File: src/rtl/dfs_pkg.sv
package dfs_pkg;

  // register indexes of the configuration port
  localparam logic [1:0] REG_BREAK = 2'd0;
  localparam logic [1:0] REG_MAB   = 2'd1;
  localparam logic [1:0] REG_BIT   = 2'd2;

  // reset values of the registers
  localparam logic [15:0] BREAK_RST = 16'd92;
  localparam logic [15:0] MAB_RST   = 16'd12;
  localparam logic [9:0]  BIT_RST   = 10'd4;

  // segment steps of the back end sequencer
  localparam logic [3:0] STEP_BREAK = 4'd0;
  localparam logic [3:0] STEP_MAB   = 4'd1;
  localparam logic [3:0] STEP_START = 4'd2;
  localparam logic [3:0] STEP_DATA0 = 4'd3;
  localparam logic [3:0] STEP_STOP  = 4'd11;

  // null start code sent after the mark-after-break
  localparam logic [7:0] START_CODE = 8'h00;

  // classified command between front end and back end
  typedef struct packed {
    logic       is_frame;
    logic [7:0] data_byte;
  } cmd_t;

  // live configuration, zero lengths already raised to one
  typedef struct packed {
    logic [15:0] break_len;
    logic [15:0] mab_len;
    logic [9:0]  bit_len;
  } cfg_t;

  // one line segment
  typedef struct packed {
    logic        level;
    logic [15:0] samples;
    logic        last;
  } seg_t;

endpackage

File: src/rtl/dmx512_frame_serializer.sv
// channel  | direction | handshake              | payload
// in_      | slave     | in_tvalid / in_tready   | tuser: func, tdata: slot_byte
// out_     | master    | out_tvalid / out_tready | tdata: line_level, segment_samples;
//          |           |                         | tlast: last_segment
// cfg_     | slave     | cfg_valid / cfg_ready   | cfg_index, cfg_data (always ready)
//
// the back end emits one segment per cycle unless the output stalls. a slot
// is start, data and stop segments; a frame start puts break and mark-after-break
// first; front end and queue accept input meanwhile, so items stream with no gaps.
// reset is synchronous and active low; registers return to 92 / 12 / 4.
// a stalled output holds its segment; the queue absorbs input while it stalls.
module dmx512_frame_serializer #(
  parameter int QUEUE_DEPTH = 2
) (
  input  logic        clk,
  input  logic        rst_n,
  input  logic        in_tvalid,
  output logic        in_tready,
  input  logic [7:0]  in_tdata,   // [7:0] slot_byte
  input  logic        in_tuser,   // [0] func
  output logic        out_tvalid,
  input  logic        out_tready,
  output logic [23:0] out_tdata,  // [0] line_level, [16:1] segment_samples, rest zero
  output logic        out_tlast,  // last_segment
  input  logic        cfg_valid,
  output logic        cfg_ready,
  input  logic [1:0]  cfg_index,
  input  logic [15:0] cfg_data
);
  import dfs_pkg::*;

  cfg_t  cfg_r;
  cfg_t  cfg_nxt;
  logic  push_valid;
  logic  push_ready;
  cmd_t  push_cmd;
  logic  pop_valid;
  logic  pop_ready;
  cmd_t  pop_cmd;
  seg_t  seg;

  // configuration registers, a zero length is kept as one
  assign cfg_ready = 1'b1;

  always_comb begin
    cfg_nxt = cfg_r;
    if (cfg_valid && cfg_ready) begin
      unique case (cfg_index)
        REG_BREAK: cfg_nxt.break_len = (cfg_data == '0) ? 16'd1 : cfg_data;
        REG_MAB:   cfg_nxt.mab_len   = (cfg_data == '0) ? 16'd1 : cfg_data;
        REG_BIT:   cfg_nxt.bit_len   = (cfg_data[9:0] == '0) ? 10'd1 : cfg_data[9:0];
        default:   cfg_nxt = cfg_r;
      endcase
    end
  end

  always_ff @(posedge clk) begin
    if (!rst_n) begin
      cfg_r.break_len <= BREAK_RST;
      cfg_r.mab_len   <= MAB_RST;
      cfg_r.bit_len   <= BIT_RST;
    end else begin
      cfg_r <= cfg_nxt;
    end
  end

  // front end: accept and classify
  dfs_front u_front (
    .clk        (clk),
    .rst_n      (rst_n),
    .in_valid   (in_tvalid),
    .in_ready   (in_tready),
    .func       (in_tuser),
    .slot_byte  (in_tdata),
    .push_valid (push_valid),
    .push_ready (push_ready),
    .push_cmd   (push_cmd)
  );

  // command queue
  dfs_queue #(
    .DEPTH (QUEUE_DEPTH)
  ) u_queue (
    .clk        (clk),
    .rst_n      (rst_n),
    .push_valid (push_valid),
    .push_ready (push_ready),
    .push_cmd   (push_cmd),
    .pop_valid  (pop_valid),
    .pop_ready  (pop_ready),
    .pop_cmd    (pop_cmd)
  );

  // back end: segment sequencer
  dfs_back u_back (
    .clk       (clk),
    .rst_n     (rst_n),
    .cfg       (cfg_r),
    .pop_valid (pop_valid),
    .pop_ready (pop_ready),
    .pop_cmd   (pop_cmd),
    .out_valid (out_tvalid),
    .out_ready (out_tready),
    .out_seg   (seg)
  );

  assign out_tdata = {7'd0, seg.samples, seg.level};
  assign out_tlast = seg.last;

endmodule

File: src/rtl/dfs_front.sv
module dfs_front (
  input  logic          clk,
  input  logic          rst_n,
  input  logic          in_valid,
  output logic          in_ready,
  input  logic          func,
  input  logic [7:0]    slot_byte,
  output logic          push_valid,
  input  logic          push_ready,
  output dfs_pkg::cmd_t push_cmd
);
  import dfs_pkg::*;

  logic valid_r;
  logic valid_nxt;
  cmd_t cmd_r;
  cmd_t cmd_nxt;

  // input stage takes a new transaction when empty or when its entry moves on
  assign in_ready   = !valid_r || push_ready;
  assign push_valid = valid_r;
  assign push_cmd   = cmd_r;

  // classify: frame start carries the null start code as its character
  always_comb begin
    valid_nxt = valid_r;
    cmd_nxt   = cmd_r;
    if (in_valid && in_ready) begin
      valid_nxt          = 1'b1;
      cmd_nxt.is_frame   = !func;
      cmd_nxt.data_byte  = func ? slot_byte : START_CODE;
    end else if (push_ready) begin
      valid_nxt = 1'b0;
    end
  end

  always_ff @(posedge clk) begin
    if (!rst_n) begin
      valid_r <= 1'b0;
    end else begin
      valid_r <= valid_nxt;
    end
  end

  always_ff @(posedge clk) begin
    cmd_r <= cmd_nxt;
  end

endmodule

File: src/rtl/dfs_queue.sv
module dfs_queue #(
  parameter int DEPTH = 2
) (
  input  logic          clk,
  input  logic          rst_n,
  input  logic          push_valid,
  output logic          push_ready,
  input  dfs_pkg::cmd_t push_cmd,
  output logic          pop_valid,
  input  logic          pop_ready,
  output dfs_pkg::cmd_t pop_cmd
);
  import dfs_pkg::*;

  localparam int PW = (DEPTH > 1) ? $clog2(DEPTH) : 1;
  localparam int CW = $clog2(DEPTH + 1);
  localparam logic [PW-1:0] PTR_LAST = PW'(DEPTH - 1);
  localparam logic [CW-1:0] CNT_FULL = CW'(DEPTH);

  cmd_t            mem_r [DEPTH];
  logic [PW-1:0]   wr_ptr_r;
  logic [PW-1:0]   wr_ptr_nxt;
  logic [PW-1:0]   rd_ptr_r;
  logic [PW-1:0]   rd_ptr_nxt;
  logic [CW-1:0]   cnt_r;
  logic [CW-1:0]   cnt_nxt;
  logic            do_push;
  logic            do_pop;

  assign push_ready = (cnt_r != CNT_FULL);
  assign pop_valid  = (cnt_r != '0);
  assign pop_cmd    = mem_r[rd_ptr_r];
  assign do_push    = push_valid && push_ready;
  assign do_pop     = pop_valid && pop_ready;

  // pointer and fill count update
  always_comb begin
    wr_ptr_nxt = wr_ptr_r;
    rd_ptr_nxt = rd_ptr_r;
    cnt_nxt    = cnt_r;
    if (do_push) begin
      wr_ptr_nxt = (wr_ptr_r == PTR_LAST) ? '0 : wr_ptr_r + 1'b1;
    end
    if (do_pop) begin
      rd_ptr_nxt = (rd_ptr_r == PTR_LAST) ? '0 : rd_ptr_r + 1'b1;
    end
    if (do_push && !do_pop) begin
      cnt_nxt = cnt_r + 1'b1;
    end else if (do_pop && !do_push) begin
      cnt_nxt = cnt_r - 1'b1;
    end
  end

  always_ff @(posedge clk) begin
    if (!rst_n) begin
      wr_ptr_r <= '0;
      rd_ptr_r <= '0;
      cnt_r    <= '0;
    end else begin
      wr_ptr_r <= wr_ptr_nxt;
      rd_ptr_r <= rd_ptr_nxt;
      cnt_r    <= cnt_nxt;
    end
  end

  // entry storage
  always_ff @(posedge clk) begin
    if (do_push) begin
      mem_r[wr_ptr_r] <= push_cmd;
    end
  end

endmodule

File: src/rtl/dfs_back.sv
module dfs_back (
  input  logic          clk,
  input  logic          rst_n,
  input  dfs_pkg::cfg_t cfg,
  input  logic          pop_valid,
  output logic          pop_ready,
  input  dfs_pkg::cmd_t pop_cmd,
  output logic          out_valid,
  input  logic          out_ready,
  output dfs_pkg::seg_t out_seg
);
  import dfs_pkg::*;

  logic       active_r;
  logic       active_nxt;
  cmd_t       cmd_r;
  cmd_t       cmd_nxt;
  logic [3:0] step_r;
  logic [3:0] step_nxt;
  logic       oval_r;
  logic       oval_nxt;
  seg_t       oseg_r;
  seg_t       oseg_nxt;
  seg_t       seg_cur;
  logic       load;
  logic [2:0] bit_idx;
  logic [10:0] stop_len;

  assign out_valid = oval_r;
  assign out_seg   = oseg_r;

  // output register frees when empty or when its transaction completes
  assign load      = active_r && (!oval_r || out_ready);
  assign pop_ready = !active_r || (load && seg_cur.last);

  assign bit_idx  = 3'(step_r - STEP_DATA0);
  assign stop_len = {cfg.bit_len, 1'b0};

  // segment of the current step
  always_comb begin
    seg_cur.last = (step_r == STEP_STOP);
    unique case (step_r)
      STEP_BREAK: begin
        seg_cur.level   = 1'b0;
        seg_cur.samples = cfg.break_len;
      end
      STEP_MAB: begin
        seg_cur.level   = 1'b1;
        seg_cur.samples = cfg.mab_len;
      end
      STEP_START: begin
        seg_cur.level   = 1'b0;
        seg_cur.samples = 16'(cfg.bit_len);
      end
      STEP_STOP: begin
        seg_cur.level   = 1'b1;
        seg_cur.samples = 16'(stop_len);
      end
      default: begin
        seg_cur.level   = cmd_r.data_byte[bit_idx];
        seg_cur.samples = 16'(cfg.bit_len);
      end
    endcase
  end

  // step sequencer, picks the next command straight after a stop segment
  always_comb begin
    active_nxt = active_r;
    cmd_nxt    = cmd_r;
    step_nxt   = step_r;
    if (load) begin
      step_nxt = step_r + 1'b1;
    end
    if (pop_ready) begin
      active_nxt = pop_valid;
      cmd_nxt    = pop_cmd;
      step_nxt   = pop_cmd.is_frame ? STEP_BREAK : STEP_START;
    end
  end

  // output register
  always_comb begin
    oval_nxt = oval_r;
    oseg_nxt = oseg_r;
    if (load) begin
      oval_nxt = 1'b1;
      oseg_nxt = seg_cur;
    end else if (out_ready) begin
      oval_nxt = 1'b0;
    end
  end

  always_ff @(posedge clk) begin
    if (!rst_n) begin
      active_r <= 1'b0;
      step_r   <= STEP_BREAK;
      oval_r   <= 1'b0;
    end else begin
      active_r <= active_nxt;
      step_r   <= step_nxt;
      oval_r   <= oval_nxt;
    end
  end

  always_ff @(posedge clk) begin
    cmd_r  <= cmd_nxt;
    oseg_r <= oseg_nxt;
  end

endmodule

File: config.mk
export PLATFORM = sky130hd
export DESIGN_NAME = dmx512_frame_serializer
export DESIGN_NICKNAME = d
export VERILOG_FILES = /design/src/rtl/dfs_pkg.sv /design/src/rtl/dmx512_frame_serializer.sv /design/src/rtl/dfs_front.sv /design/src/rtl/dfs_queue.sv /design/src/rtl/dfs_back.sv
export SDC_FILE = /design/constraint.sdc
export NUM_CORES = 1
export LEC_CHECK = 0
export ABC_AREA = 1
export BUFFER_PORTS_ARGS = -buffer_cell sky130_fd_sc_hd__buf_2
export CAP_MARGIN = 20
export CORE_MARGIN = 2
export CORE_UTILIZATION = 52
export DETAILED_ROUTE_END_ITERATION = 10
export PLACE_DENSITY = 0.76
export SYNTH_ARGS = -nofsm -noshare
export SYNTH_HDL_FRONTEND = slang
export SYNTH_HIERARCHICAL = 1
export SYNTH_SLANG_ARGS = --single-unit
File: constraint.sdc
create_clock -name clk -period 2.1 [get_ports clk]
set_clock_uncertainty 0.2 [all_clocks]
set_input_delay 0.525 -clock clk [delete_from_list [all_inputs] [get_ports clk]]
set_output_delay 0.525 -clock clk [all_outputs]
set_load 0.005 [all_outputs]
[Word level (Yosys, flattened, before mapping)]
Memory sizes are Yosys's and may differ from the RTL's. A register that Yosys moved wholly into a read port is not among the register bits.
Index checks and enable logic that the tools add are counted.
Storage, ports and cells
  flip-flop bits (word level): 88
  memory bits (writable): 18
  bits of input ports: 32
  output and inout port bits: 28
  logic and storage cells: 78
  memories kept: 1
Cells by class
  add/sub/neg operators: 6
  $lt $le $gt $ge: 1
  equal/unequal tests: 6
  muxes and demuxes: 20
  reductions and logical operators: 28
Memories
  u_queue.mem_r: words 2, bits a word 9, read ports 1, clocked after Yosys merged registers in 1, write ports 1, RTL line dfs_queue.sv:20  | cmd_t mem_r [DEPTH];
Operator list (count)
  $pmux 17 s4: 1
  $logic_not 16->1: 1
  $mux 16: 1
  $mux 1: 11
  $logic_not 10->1: 1
  $mux 10: 1
  $reduce_bool 2->1: 5
  $mux 4: 2
  $logic_and 1x1->1: 7
  $logic_not 1->1: 6
  $mux 2: 3
  $reduce_and 2->1: 3
  $add 4x1->4 const B: 1
  $eq 4x1->1 const B: 1
  $eq 4x2->1 const B: 1
  $eq 4x4->1 const B: 1
  $logic_not 4->1: 1
  $lt 3x4->1 const B: 1
  $bmux 1 s3: 1
  $logic_or 1x1->1: 3
  $sub 3x2->3 const B: 1
  $add 1x1->1 const B: 2
  $add 2x1->2 const B: 1
  $eq 2x1->1 const B: 1
  4 further kinds: 4

[Depth between registers and ports, before layout]
  depth in word-level cells: 9
  depth in mapped cells: 15
  gate-level depth less buffers: 15

[Hierarchy]
The synthesis kept the hierarchy.
Modules (own cells, without submodules)
  dfs_back: times used 1, cells each 194, area each 1682.9 µm², seq. area each 900.9 µm²
  dmx512_frame_serializer: times used 1, cells each 195, area each 1606.5 µm², seq. area each 840.8 µm²
  dfs_queue: times used 1, cells each 65, area each 904.6 µm², seq. area each 640.6 µm²
  dfs_front: times used 1, cells each 34, area each 396.6 µm², seq. area each 290.3 µm²

[Least setup slack after synthesis]
Ideal clock, no wire load.
  path kind: register to register
  start point: register u_back.step_r[0]
  end point: register u_queue.cnt_r[1]
  arrival time: 1.993 ns
  required time: 1.836 ns
  slack: -0.157 ns
  cell stages (with the launch flop): 14
  path buffers: 0
  cell sequence: dfxtp_1 -> ha_1 -> nand3_2 -> nand2_1 -> nand2_1 -> inv_1 -> o21a_1 -> inv_1 -> ha_1 -> inv_1 -> nand3_1 -> nand2_1 -> inv_1 -> nor2_1
On the way
  word-level cells in the longest chain between the ends: 7
RTL lines
  start, declared: RTL line dfs_back.sv:18  | logic [3:0] step_r;
  start signal, assigned: RTL line dfs_back.sv:100  | step_r <= step_nxt;
  $eq 4x4->1 (*): RTL line dfs_back.sv:41  | seg_cur.last = (step_r == STEP_STOP);
  $logic_and 1x1->1 (*): RTL line dfs_back.sv:34  | assign pop_ready = !active_r || (load && seg_cur.last);
  $logic_or 1x1->1 (*): RTL line dfs_back.sv:34
  net pop_ready: RTL line dmx512_frame_serializer.sv:38  | logic pop_ready;
  $logic_and 1x1->1 (*): RTL line dfs_queue.sv:34  | assign do_pop = pop_valid && pop_ready;
  $logic_not 1->1: RTL line dfs_queue.sv:47  | if (do_push && !do_pop) begin
  $logic_and 1x1->1: RTL line dfs_queue.sv:47
  $mux 2 / $reduce_bool 2->1 (equally long branches)
  end signal, assigned: RTL line dfs_queue.sv:62  | cnt_r <= cnt_nxt;
  end, declared: RTL line dfs_queue.sv:25  | logic [CW-1:0] cnt_r;
Mark *: on every way through the listed nets, which the timed path passes. The rest lies on a longest branch.
A chain may end at the register's enable or synchronous reset.

[Final worst setup path]
Same ends and word-level chain as after synthesis.

==> impl_metrics.yaml <==
placed_design:
  port_buffers: 51
  dpl.hpwl_mm: 6.078
  dp_cells: 642
  dpl_cell_area_mm2: 0.004970
  dp_slack_ns: -0.006021
  globalplace.congestion: 0.8267
floorplanning:
  core_mm2: 0.008636
  initial_core_util_pct: 53.16
  io_pins: 60
  num_rows: 34
  die_y_um: 97.96
  die_x_um: 97.96
  die_area_mm2: 0.009596
global_routing:
  antenna_found_initial: 0
  grt-ovfl-total: 0
  grt_max_degree: 33
  grt_use_total_pct: 18.14
  grt_pass1_wl_mm: 14.17
  grt_pass1_vias: 3176
layout:
  fin_cells: 660
  final_layout_size_suffix_gt1_share_pct: 21.20
  antenna_cells: 0
  fin_nets: 584
  fillCellCount: 723
  post-route-util_pct: 60.03
  synthToLayoutAreaGrowth_pct: 12.92
  fin_area_mm2: 0.005184
detailed_routing:
  drtAntennaViolNets: 0
  finalWirelength_mm: 8.657
  wire_per_inst_um: 13.12
  drc: 0
  vias: 3418
  dr.pass1.iters: 5
  drtIter0Drc: 195
  avgViaCountPerCell: 5.179
flow_run:
  cap_violations: 0
worst_setup_path:
  end_kind: "flop"
  startpoint_type: "flop"
  arrival_ns: 2.09
  reg2reg_setup_slack_ns: 0.13
  r2r-start: "u_back/step_r[0]$_SDFFE_PN0P_"
  critPathRequiredTime_ns: 2.21
  path_class: "flop to flop"
  r2r_cells: 13
  crit_fanout: 3
  reg2reg_to: "u_queue/cnt_r[1]$_SDFFE_PN0P_"
  startpoint: "u_back/step_r[0]$_SDFFE_PN0P_"
cts:
  cts_hold_buf: 0
  clock-sinks: 107
  tritoncts: "done"
  cts-root-buf: "clkbuf_8"
  worstSkewPairLatency_ns: 0.36
  htreeDepth: 3
  cts_made_buffers: 9
  clk_pin_slew_ns: 0.11
  cts.path.max_buffers: 2
synthesis:
  yosysUniqueCellTypes: 33
  synthCells: 488
  syn-cell-area_mm2: 0.004591
  synth_warnings: 6
  seq_area_frac_synth_pct: 58.22
  synth-seq-cells: 107
  syn_avg_cell_area_um2: 9.407
power_and_ir_drop:
  cellPowerDensity_mw_per_mm2: 1060
  irDropWorstVdd_mv: 0.4323
  p_leak_nw: 2.332
  p_seq_share_pct: 51.2
  pwr-share-comb_pct: 27.4
  swShare_pct: 32.36
  p_int_mw: 3.717
  switchingPower_mw: 1.779
  clockPowerShare_pct: 21.4
sta:
  period_minus_slack_ns: 1.974
  layout_setup_ws_ns: 0.1255
  fin_crit_sh_pct: 94.02
  hold_violations: 0
  finalSetupViolations: 0
  slew_viol_final: 0
  whs_ns: 0.2083
  fmax_mhz: 506.5
min_path:
  hold_depth: 3
  hp-start: "in_tdata[0]"
  hp-class: "input pin to flop"
  min_to: "u_front/push_cmd[0]$_SDFFCE_PN0P_"
outcome:
  status: "finished clean"
power groups by stage:
stage	Combinational (mW)	Clock, mW	Sequential, mW
after floorplan	0.999	0	2.84
after global placement	1.42	0	2.85
after detailed placement	1.46	0	2.86
after CTS	1.47	1.20	2.82
after global routing	1.69	1.28	2.85
final	1.51	1.18	2.81
cell type report:
type | instances | area (um2) | share of cell area [%]
Multi-Input combinational cell | 295 | 1516 | 29.25
Clock buffer | 9 | 123.9 | 2.390
Tap cell | 108 | 135.1 | 2.607
Sequential cell | 107 | 2678 | 51.65
Inverter | 63 | 239.0 | 4.610
Timing Repair Buffer | 71 | 430.4 | 8.303
Clock inverter | 7 | 61.31 | 1.183
layer usage:
layer,GRT usage [%],vias up,share of wire (%)
li1,-,1734,-
met1,22.88,1560,42
met2,31.61,116,51
met3,4.080,8,6.1
met4,4.808,0,0.97
met5,0,-,0
repair_timing:
action / CTS / global route
endpoints found under the setup margin: 1 / 2
gates resized for setup: 1 / 2
setup buffers: 0 / 2
pin swaps: 0 / 0
cell usage after synthesis:
cell type,n,area [um2]
clkinv_2,2,10.01
dfxtp_1,54,1081
a21oi_1,51,255.2
nand4_1,1,6.260
buf_4,11,82.58
nand2_4,1,11.26
clkbuf_1,4,15.01
edfxtp_1,53,1592
nor2_4,1,11.26
xor2_1,1,8.760
nand2_1,81,304.0
buf_6,5,56.30
clkinv_1,1,3.750
buf_2,8,40.04
o21ai_1,26,130.1
xnor2_1,2,17.52
ha_1,5,62.56
a21oi_2,1,8.760
conb_1,2,7.510
o21a_1,2,15.01
nand3_1,49,245.2
and3_1,1,6.260
nand3_2,2,20.02
o211a_1,1,10.01
buf_1,1,3.750
inv_2,6,22.52
nor3_4,2,32.53
nor2_1,25,93.84
inv_1,54,202.7
mux2_2,9,101.4
nand2_2,2,12.51
nor2_2,1,6.260
o21ai_0,23,115.1
registers in the layout (all words and copies together), names as in the netlist, named ones only:
name / flops
u_queue/mem_r: 18
u_back/out_seg: 18
u_back/out_valid: 1
u_queue/cnt_r: 2
u_back/active_r: 1
u_queue/rd_ptr_r: 1
u_back/step_r: 4
u_front/push_cmd: 9
u_queue/wr_ptr_r: 1
u_front/push_valid: 1
cfg_r: 42
u_back/cmd_r: 8
worst max path at each step:
stage                                         end  slack, ns
global route        u_queue/cnt_r[1]$_SDFFE_PN0P_     -0.002
CTS                 u_queue/cnt_r[1]$_SDFFE_PN0P_       0.03
finish              u_queue/cnt_r[1]$_SDFFE_PN0P_       0.13
global placement    u_queue/cnt_r[1]$_SDFFE_PN0P_       0.07
detailed placement  u_queue/cnt_r[1]$_SDFFE_PN0P_     -0.006
floorplan           u_queue/cnt_r[1]$_SDFFE_PN0P_       0.02
cell usage in the layout (no fill, tap or decap), types with 8 or more instances in the layout:
cell / n
nand2_1: 81
inv_1: 53
o21ai_0: 23
nand3_1: 49
conb_1: 8
buf_2: 51
mux2_2: 9
dfxtp_1: 52
edfxtp_1: 53
clkbuf_8: 9
nor2_1: 25
o21ai_1: 26
a21oi_1: 51
buf_4: 18
worst max-delay path, cell delays in order, from the launching register on:
cell,delay [ns]
dfxtp_4,0.38
ha_4,0.16
nand3_2,0.08
nand2_1,0.09
nand2_1,0.10
inv_2,0.07
o21a_1,0.15
inv_1,0.05
ha_1,0.29
inv_1,0.09
nand3_1,0.08
nand2_1,0.06
inv_1,0.04
nor2_1,0.08
through the flow:
step | TNS, ns | total power [mW]
floorplan | 0 | 3.837
global placement | 0 | 4.270
detailed placement | -0.006021 | 4.323
CTS | 0 | 5.486
global route | -0.002465 | 5.809
finish | 0 | 5.495
cells by family (layout without fill, tap and decap cells):
logic type	after synthesis	after routing	synth area share, %
adders and majority gates	5	5	1.363
other	2	8	0.1636
muxes	9	9	2.208
xor gates and xnor gates	3	3	0.5725
buffers and inverters	92	150	9.512
DFF	107	107	58.22
and+or+nand+nor	166	166	16.33
AOI/OAI and AO/OA	104	104	11.64
No activity file was read; power rests on OpenSTA's default activity.
